### src/sv/pbm_pkg.sv
// shared types, mode codes and arithmetic helpers for the pixel blend block
`default_nettype none
package pbm_pkg;

  typedef enum logic [2:0] {
    MODE_MULTIPLY = 3'd3,
    MODE_OVERLAY  = 3'd4,
    MODE_DODGE    = 3'd5,
    MODE_BURN     = 3'd6,
    MODE_LIGHTEN  = 3'd7
  } mode_t;

  localparam mode_t MODE_RESET = MODE_MULTIPLY;
  localparam int unsigned CHAN_W = 8;
  localparam int unsigned NUM_LANES = 3;
  localparam int unsigned PIPE_DEPTH = 4;

  typedef struct packed {
    logic             valid;
    logic             last;
    logic [CHAN_W-1:0] alpha;
  } ctrl_t;

  // one restoring step: shifts in a zero bit, returns {quotient bit, remainder}
  function automatic logic [CHAN_W:0] div_step(input logic [CHAN_W-1:0] rem,
                                               input logic [CHAN_W-1:0] d);
    logic [CHAN_W:0] r2;
    logic [CHAN_W:0] diff;
    r2 = {rem, 1'b0};
    diff = r2 - {1'b0, d};
    if (r2 >= {1'b0, d}) begin
      return {1'b1, diff[CHAN_W-1:0]};
    end else begin
      return {1'b0, r2[CHAN_W-1:0]};
    end
  endfunction

  // floor(x / 255) for x below 2*255*255, result known to fit a channel
  function automatic logic [CHAN_W-1:0] div255(input logic [16:0] x);
    logic [17:0] s;
    logic [9:0]  q1;
    logic [17:0] prod;
    logic [17:0] r;
    logic [9:0]  q1_inc;
    s = {1'b0, x} + {9'b0, x[16:8]};
    q1 = s[17:8];
    prod = {q1, 8'b0} - {8'b0, q1};
    r = {1'b0, x} - prod;
    q1_inc = q1 + 10'd1;
    if (r >= 18'd255) begin
      return q1_inc[CHAN_W-1:0];
    end else begin
      return q1[CHAN_W-1:0];
    end
  endfunction

endpackage
`default_nettype wire

### src/sv/pbm_lane.sv
// one color channel lane: multiplier path, divide-by-255 and pipelined quotient divider
`default_nettype none
module pbm_lane (
  input  logic                       clk,
  input  logic [pbm_pkg::CHAN_W-1:0] a,
  input  logic [pbm_pkg::CHAN_W-1:0] b,
  input  pbm_pkg::mode_t             mode,
  output logic [pbm_pkg::CHAN_W-1:0] y
);
  import pbm_pkg::*;

  logic              flip;
  logic [CHAN_W-1:0] ma, mb;
  logic [15:0]       prod;
  logic [16:0]       x_next;
  logic [CHAN_W-1:0] dn, dd;
  logic [CHAN_W:0]   st0, st1, st2, st3, st4, st5, st6, st7;

  // stage 1
  logic [16:0]       s1_x;
  logic [CHAN_W-1:0] s1_rem, s1_d, s1_max;
  logic [1:0]        s1_q;
  logic              s1_sat, s1_hi;
  mode_t             s1_mode;
  // stage 2
  logic [CHAN_W-1:0] s2_mul, s2_rem, s2_d, s2_max;
  logic [3:0]        s2_q;
  logic              s2_sat, s2_hi;
  mode_t             s2_mode;
  // stage 3
  logic [CHAN_W-1:0] s3_mul, s3_rem, s3_d, s3_max;
  logic [5:0]        s3_q;
  logic              s3_sat, s3_hi;
  mode_t             s3_mode;
  // stage 4
  logic [CHAN_W-1:0] s4_mul, s4_max;
  logic [7:0]        s4_q;
  logic              s4_sat, s4_hi;
  mode_t             s4_mode;

  always_comb begin
    flip = (mode == MODE_OVERLAY) && a[CHAN_W-1];
    ma = flip ? ~a : a;
    mb = flip ? ~b : b;
    prod = {8'b0, ma} * {8'b0, mb};
    x_next = (mode == MODE_OVERLAY) ? {prod, 1'b0} : {1'b0, prod};
    // dodge divides a by 255-b, burn divides 255-a by b
    dn = (mode == MODE_DODGE) ? a : ~a;
    dd = (mode == MODE_DODGE) ? ~b : b;
    st0 = div_step(dn, dd);
    st1 = div_step(st0[CHAN_W-1:0], dd);
    st2 = div_step(s1_rem, s1_d);
    st3 = div_step(st2[CHAN_W-1:0], s1_d);
    st4 = div_step(s2_rem, s2_d);
    st5 = div_step(st4[CHAN_W-1:0], s2_d);
    st6 = div_step(s3_rem, s3_d);
    st7 = div_step(st6[CHAN_W-1:0], s3_d);
  end

  always_ff @(posedge clk) begin
    s1_x    <= x_next;
    s1_rem  <= st1[CHAN_W-1:0];
    s1_q    <= {st0[CHAN_W], st1[CHAN_W]};
    s1_d    <= dd;
    s1_sat  <= dn >= dd;
    s1_hi   <= a[CHAN_W-1];
    s1_max  <= (b > a) ? b : a;
    s1_mode <= mode;

    s2_mul  <= div255(s1_x);
    s2_rem  <= st3[CHAN_W-1:0];
    s2_q    <= {s1_q, st2[CHAN_W], st3[CHAN_W]};
    s2_d    <= s1_d;
    s2_sat  <= s1_sat;
    s2_hi   <= s1_hi;
    s2_max  <= s1_max;
    s2_mode <= s1_mode;

    s3_mul  <= s2_mul;
    s3_rem  <= st5[CHAN_W-1:0];
    s3_q    <= {s2_q, st4[CHAN_W], st5[CHAN_W]};
    s3_d    <= s2_d;
    s3_sat  <= s2_sat;
    s3_hi   <= s2_hi;
    s3_max  <= s2_max;
    s3_mode <= s2_mode;

    s4_mul  <= s3_mul;
    s4_q    <= {s3_q, st6[CHAN_W], st7[CHAN_W]};
    s4_sat  <= s3_sat;
    s4_hi   <= s3_hi;
    s4_max  <= s3_max;
    s4_mode <= s3_mode;
  end

  always_comb begin
    unique case (s4_mode)
      MODE_MULTIPLY: y = s4_mul;
      MODE_OVERLAY:  y = s4_hi ? ~s4_mul : s4_mul;
      MODE_DODGE:    y = s4_sat ? 8'hff : s4_q;
      MODE_BURN:     y = s4_sat ? 8'h00 : ~s4_q;
      MODE_LIGHTEN:  y = s4_max;
      default:       y = '0;
    endcase
  end

endmodule
`default_nettype wire

### src/sv/pixel_blend_modes.sv
// top level: mode register, three channel lanes and the output merge register
// One pixel pair is taken every clock and busy never rises. Each result appears
// on done for one cycle, registered behind the four lane stages and the output
// merge register, and the receiver cannot stall it. The four lane stages hold the
// dodge and burn quotient divider, which resolves two quotient bits per pipeline
// stage, and the output register merges the lanes with the base alpha and last flag.
`default_nettype none
module pixel_blend_modes (
  input  logic        clk,
  input  logic        rst,
  input  logic        start,
  output logic        busy,
  input  logic [31:0] base_pixel,
  input  logic [31:0] blend_pixel,
  input  logic        in_last,
  input  logic        blend_mode_we,
  input  logic [2:0]  blend_mode_wdata,
  output logic        done,
  output logic [31:0] out_pixel,
  output logic        out_last
);
  import pbm_pkg::*;

  mode_t             mode;
  ctrl_t             pipe [PIPE_DEPTH];
  logic [CHAN_W-1:0] lane_y [NUM_LANES];

  assign busy = 1'b0;

  always_ff @(posedge clk) begin
    if (rst) begin
      mode <= MODE_RESET;
    end else if (blend_mode_we) begin
      mode <= mode_t'(blend_mode_wdata);
    end
  end

  for (genvar i = 0; i < NUM_LANES; i++) begin : g_lane
    pbm_lane u_lane (
      .clk  (clk),
      .a    (base_pixel[i*CHAN_W +: CHAN_W]),
      .b    (blend_pixel[i*CHAN_W +: CHAN_W]),
      .mode (mode),
      .y    (lane_y[i])
    );
  end

  always_ff @(posedge clk) begin
    if (rst) begin
      for (int i = 0; i < PIPE_DEPTH; i++) begin
        pipe[i] <= '0;
      end
      done <= 1'b0;
    end else begin
      pipe[0] <= '{valid: start && !busy, last: in_last, alpha: base_pixel[31:24]};
      for (int i = 1; i < PIPE_DEPTH; i++) begin
        pipe[i] <= pipe[i-1];
      end
      done <= pipe[PIPE_DEPTH-1].valid;
    end
  end

  // merge stage
  always_ff @(posedge clk) begin
    out_pixel <= {pipe[PIPE_DEPTH-1].alpha, lane_y[2], lane_y[1], lane_y[0]};
    out_last  <= pipe[PIPE_DEPTH-1].last;
  end

  a_never_busy: assert property (@(posedge clk) !busy)
    else $error("busy raised");

  a_latency: assert property (@(posedge clk) disable iff (rst)
    start |-> ##5 done)
    else $error("request produced no result after five cycles");

  a_alpha: assert property (@(posedge clk) disable iff (rst)
    done |-> out_pixel[31:24] == $past(base_pixel[31:24], 5))
    else $error("result alpha does not match base alpha");

  a_last: assert property (@(posedge clk) disable iff (rst)
    done |-> out_last == $past(in_last, 5))
    else $error("last flag misaligned");

endmodule
`default_nettype wire

### config.mk
export PLATFORM = sky130hd
export DESIGN_NAME = pixel_blend_modes
export DESIGN_NICKNAME = d
export VERILOG_FILES = /design/src/sv/pbm_pkg.sv /design/src/sv/pbm_lane.sv /design/src/sv/pixel_blend_modes.sv
export SDC_FILE = /design/constraint.sdc
export NUM_CORES = 2
export LEC_CHECK = 0
export BUFFER_PORTS_ARGS = -buffer_cell sky130_fd_sc_hd__buf_2
export CORE_ASPECT_RATIO = 1.4
export CORE_MARGIN = 1
export CORE_UTILIZATION = 45
export DETAILED_ROUTE_END_ITERATION = 6
export HOLD_SLACK_MARGIN = 0.06
export PLACE_DENSITY = 0.61
export SLEW_MARGIN = 5
export SYNTH_ARGS = -nofsm -noshare
export SYNTH_HDL_FRONTEND = slang
export SYNTH_SLANG_ARGS = --single-unit
### constraint.sdc
create_clock -name clk -period 7.05 [get_ports clk]
set_input_delay 0 -clock clk [delete_from_list [all_inputs] [get_ports clk]]
set_output_delay 0 -clock clk [all_outputs]
set_load 0.02 [all_outputs]
**Word-level counts from Yosys, hierarchy flattened**

Memory sizes are Yosys's and may differ from the RTL's.
Cells that the tools add are included.

- Shifts and indexed selects: 0
- Bitwise gates (word level): 16
- Equality and inequality tests: 7
- Add/subtract/negate cells: 36
- Reduce and logical (&&, ||, !) cells: 3
- Muxes and demuxes: 64
- Order comparisons: 33
- Div/mod/pow operators: 0
- Multipliers: 3

Operator list:

| cell | count |
|---|---|
| greater-or-equal comparator 9 x 8 -> 1 bit | 24 |
| 2-to-1 mux 8 bit | 27 |
| 2-to-1 mux 9 bit | 24 |
| subtractor 8 bit | 24 |
| one-hot mux 8 bit (5 select lines) | 3 |
| NOT 8 bit | 12 |
| adder 17 x 9 -> 18 bit | 3 |
| greater-or-equal comparator 18 x 8 -> 1 bit (second input constant) | 3 |
| subtractor 17 x 18 -> 18 bit | 3 |
| subtractor 18 x 10 -> 18 bit | 3 |
| multiplier 8 x 8 -> 16 bit | 3 |
| 2-to-1 mux 16 bit | 3 |
| 2-to-1 mux 10 bit | 4 |
| adder 8 x 1 -> 8 bit (second input constant) | 3 |
| greater-or-equal comparator 8 bit | 3 |
| greater-than comparator 8 bit | 3 |
| equality test 3 bit (second input constant) | 6 |
| bitwise OR 1 bit | 4 |
| equality test 3 x 2 -> 1 bit (second input constant) | 1 |
| logical AND 1 bit | 3 |
| 2-to-1 mux 1 bit | 3 |

- Logic and storage cells: 264
- Bits in read-only memories: 0
- Bits in registers: 496
- Memories kept: 1
- Output and inout port bits: 35
- Input bits: 72
- Bits in latches: 0
- Memory bits (writable): 40

Memory list:

| name | words | bits a word | rd ports | clocked after Yosys merged registers in | write ports | RTL line | RTL |
|---|---|---|---|---|---|---|---|
| pipe | 4 | 10 | 4 | 0 | 4 | pixel_blend_modes.sv:25 | `ctrl_t pipe [PIPE_DEPTH];` |

**Longest topological paths before layout**

- Word-level depth: 6
- Gate-level depth with buffers: 25
- Gate-level depth less buffers: 24

**Hierarchy**

A second synthesis with hierarchy kept.

- Cells, all modules: 4191
- Area, all modules: 37018.0 µm²

Modules (own cells, without submodules):

| module | times used | cells each | area each (µm²) | sequential area each (µm²) |
|---|---|---|---|---|
| pbm_lane (g_lane[2].u_lane) | 1 | 1395 | 11857.6 | 3223.1 |
| pbm_lane (g_lane[1].u_lane) | 1 | 1357 | 11686.2 | 3223.1 |
| pbm_lane (g_lane[0].u_lane) | 1 | 1309 | 11593.6 | 3223.1 |
| pixel_blend_modes | 1 | 130 | 1880.6 | 1541.5 |

**Worst setup path after synthesis**

No wires, ideal clock.

- Path type: reg2reg
- Start point: register mode[2]
- End point: register g_lane[2].u_lane.s1_x[15]
- Required time: 6976 ps
- Buffers on the path: 2
- Slack: 1454 ps
- Stages on the path, launching flop included: 23
- Library setup time: 74 ps
- Arrival: 5521 ps
- Period minus slack after synthesis: 5596 ps
- Path through: dfxtp_1 nor3b_1 clkbuf_1 clkbuf_1 a21oi_1 nand2_1 o21ai_0 fa_1 fa_1 inv_1 fa_1 fa_1 inv_1 ha_1 o21ai_0 a21boi_0 o21ai_0 a21boi_0 o21ai_0 a21oi_1 a211oi_1 or4_1 a31oi_1

- Cells in the longest elaborated chain, start to end: 5
- Elaborated cells on any way between the ends: 6
- Classes of those cells: 1 x mul; 1 x eq/ne; 3 x mux; 1 x reduce/logical

RTL lines:

| what | RTL line | RTL |
|---|---|---|
| start, declared | pixel_blend_modes.sv:24 | `mode_t mode;` |
| start signal, assigned | pixel_blend_modes.sv:34 | `mode <= mode_t'(blend_mode_wdata);` |
| equality test 3 bit (*) | pbm_lane.sv:42, pbm_lane.sv:46 |  |
| logical AND 1 bit | pbm_lane.sv:42 | `flip = (mode == MODE_OVERLAY) && a[CHAN_W-1];` |
| 2-to-1 mux 8 bit (on tied branches) | pbm_lane.sv:43, pbm_lane.sv:44 |  |
| multiplier 8 x 8 -> 16 bit | pbm_lane.sv:45 | `prod = {8'b0, ma} * {8'b0, mb};` |
| 2-to-1 mux 16 bit (*) | pbm_lane.sv:46 | `x_next = (mode == MODE_OVERLAY) ? {prod, 1'b0} : {1'b0, prod};` |
| named net g_lane[2].u_lane.x_next[15] | pbm_lane.sv:15 | `logic [16:0] x_next;` |
| end signal, assigned | pbm_lane.sv:61 | `s1_x <= x_next;` |
| end, declared | pbm_lane.sv:20 | `logic [16:0] s1_x;` |

The timed path passes the listed nets; every way through them passes the cells marked *.
A chain may end at the register's enable or synchronous reset.

**Worst setup path after layout**

Same ends and word-level chain as after synthesis.

==> reports/results.txt <==
switching power - 7.37 mW
vias per cell - 5.30
initial antenna violation count - 10
post-synthesis sequential area ratio - 0.298
Max Slew Vio Count - 0
pre-CTS setup slack - 1.05 ns
pwr dens - 446 nW/µm²
Die H - 337 µm
logic gate share of total power - 0.592
global route overflow - 0
routability cong. - 0.886
Worst IR Drop VDD - 269 µV
status - finished, final reports clean
Crit path required time - 7.60 ns
core area - 79100 µm²
clock power share - 0.160
Multi-input gate area - 22800 µm²
syn avg cell area - 8.69 µm²
IO Count - 107
Post-Syn Instances - 4145
worst-path maximum fanout - 36
RSZ-0062 raised after global routing - false
row count - 122
Top Registers - g_lane.u_lane.s1_x (51), pipe (40), out_pixel (32)
CTS sink cnt - 536
Rel. slew slack - 0.302
Top FF cell, synth - dfxtp_1
min-delay worst type - in2reg
met1 GRT Util - 0.255
Hold Vio Cnt, Final - 0
Buffers on Ports - 97
DPL Wire Length - 65800 µm
sequence of cells on the critical path - nor3b_2, buf_4, a21oi_1, nand2_1, o21ai_0, fa_1, fa_1, inv_1, fa_1, fa_1, inv_1, ha_1, o21ai_0, a21boi_0, o21ai_0, a21boi_0, o21ai_0, a21oi_1, a211oi_1, or4_1, a31oi_1
Die ar. - 81200 µm²
PnR Total Power - 17.8 mW
critical path class - reg2reg
final core utilization - 0.505
Reg with most FFs - g_lane.u_lane.s1_x
Root Buffer - clkbuf_16
H-tree depth - 2
Async S/R FF share, synth - 0
cell taking the most area after synthesis - dfxtp_1
setup TNS - 0 ns
final worst path period share - 0.854
CTS max path bufs - 3
layout net count - 4832
Sw Share - 0.414
Starting Density - 0.455
Pleak - 18.5 nW
Internal - 10.4 mW
EDFF count, synth - 0
busiest grt layer - met2
Die X - 241 µm
Initial DRT Pass Iterations - 6
Seq cells post-synth - 536
layout cells sized above 1 - 0.0934
clock skew - 0.0228 ns
Syn-to-layout area delta - 10.9%
met2 Use GR - 0.383
register area - 10700 µm²
design area - 39900 µm²
Slew @ Worst Pin - 1.04 ns
via count - 28300
max cap viols - 0
endpoint type of the worst setup path - flop
final setup violation count - 0
post-route setup slack - 1.03 ns
Final min period - 6.02 ns
synth warn - 0
top-area cell type share of the netlist area - 0.298
largest cells by area after synthesis - dfxtp_1 30%, ha_1 14%, fa_1 6.7%
GR Util All Layers - 0.214
WL/cell - 16.1 µm
Buf/Inv on CP - 3
Crit path max-delay family - adder cells
Reg clk slew, reported paths - 0.07 ns
Max Fclk - 166 MHz
post-route ant nets - 0
Flop pwr share - 0.248
highest cell delay on the worst timing path - 0.56 ns
synth cell count leaders - 536 x dfxtp_1, 478 x inv_1, 411 x ha_1
vias in the first global route - 28000
total routed wirelength - 85900 µm
# DRC - 0
most common cell in the netlist - dfxtp_1
dpl cell area - 37300 µm²
CP Launch Type - flop
DRT iter0 DRCs - 1447
Synth Cell Area - 36000 µm²
number of library cell types mapped by synthesis - 105
largest net degree at the start of global routing - 49
CTS Buf Count - 50
Syn Nets - 4748
worst skew pair latency - 0.62 ns
first-pass GRT wire length - 140000 µm
grt met3 use - 0.0255
critical path data arrival time - 6.57 ns
CTS tree - done
Fill cells - 7533
CP max-delay cell - fa_1
Largest register FFs - 51
## worst min-delay path, stage by stage
cell and delay (ns):
buf_2 0.11, a211o_1 0.11, dlygate4sd3_1 0.53
## layout by cell type, fill, tap and decap left out, drive strengths merged, types with 31 or more instances in the layout
cell type and instances:
xnor2 179, nor2b 94, inv 492, nor3 117, dfxtp 536, mux2i 46, o22ai 31, ha 411
a21o 76, clkbuf 61, fa 120, nand2 246, nor2 275, buf 119, xor2 77, dlygate4sd3 83
nand3 113, a21oi 242, o21ai 301, and3 50, mux2 129, nand2b 40, a21boi 36
## repair_timing
action                    4_1_cts  5_1_grt
hold endpoints to repair      108        0
resized for setup               0        0
buffers inserted                0        0
hold buffers                   83        0
## power groups by stage
stage / clock, mW / sequential, mW / combinational [mW]
after floorplan: 0 / 4.32 / 8.44
after global placement: 0 / 4.47 / 10.4
after detailed placement: 0 / 4.48 / 10.5
after CTS: 2.95 / 4.42 / 10.6
after global routing: 3.08 / 4.50 / 12.0
final: 2.85 / 4.41 / 10.5
## layer usage
| metal | part of all wire | up-vias |
|---|---|---|
| met3 | 0.038 | 176 |
| met5 | 0.00059 | - |
| met2 | 0.49 | 560 |
| li1 | - | 14300 |
| met1 | 0.43 | 13200 |
| met4 | 0.041 | 8 |
## area by class of cell
cell class                 count  area share
inverter                     490      0.0461
antenna                        6    0.000376
multi-input combinational   2949       0.570
clock inverter                32      0.0105
clock buffer                  61      0.0339
sequential                   536       0.269
tap                         1054      0.0330
timing repair buffer         202      0.0371
## worst paths after layout
path                                            startpoint                         end  slack [ns]  cells past startpoint
worst max-delay path                               mode[2]   g_lane[2].u_lane.s1_x[15]        1.03                     21
worst min-delay path                   blend_mode_wdata[0]                     mode[0]        0.18                      3
worst max register to register                     mode[2]   g_lane[2].u_lane.s1_x[15]        1.03                     21
worst min register to register  g_lane[2].u_lane.s3_max[5]  g_lane[2].u_lane.s4_max[5]        0.31                      0
## kinds of logic (layout without fill, tap and decap cells)
group / Yosys count / count (layout) / synth area share
AOI/OAI and AO/OA: 896 / 896 / 0.155
xor gates and xnor gates: 256 / 256 / 0.0629
DFF: 536 / 536 / 0.298
buffers and inverters: 660 / 785 / 0.0702
muxes: 175 / 175 / 0.0539
adders and majority gates: 542 / 542 / 0.213
other: 1 / 7 / 0.000104
and+or+nand+nor: 1079 / 1079 / 0.147
## stage by stage
step | hold WS (ns) | std cells
floorplan | 0.0277 | 4145
global placement | 0.221 | 5148
detailed placement | 0.214 | 5148
CTS | 0.153 | 5324
global route | 0.188 | 5329
finish | 0.175 | 5330
No activity file was read; power rests on OpenSTA's default activity.
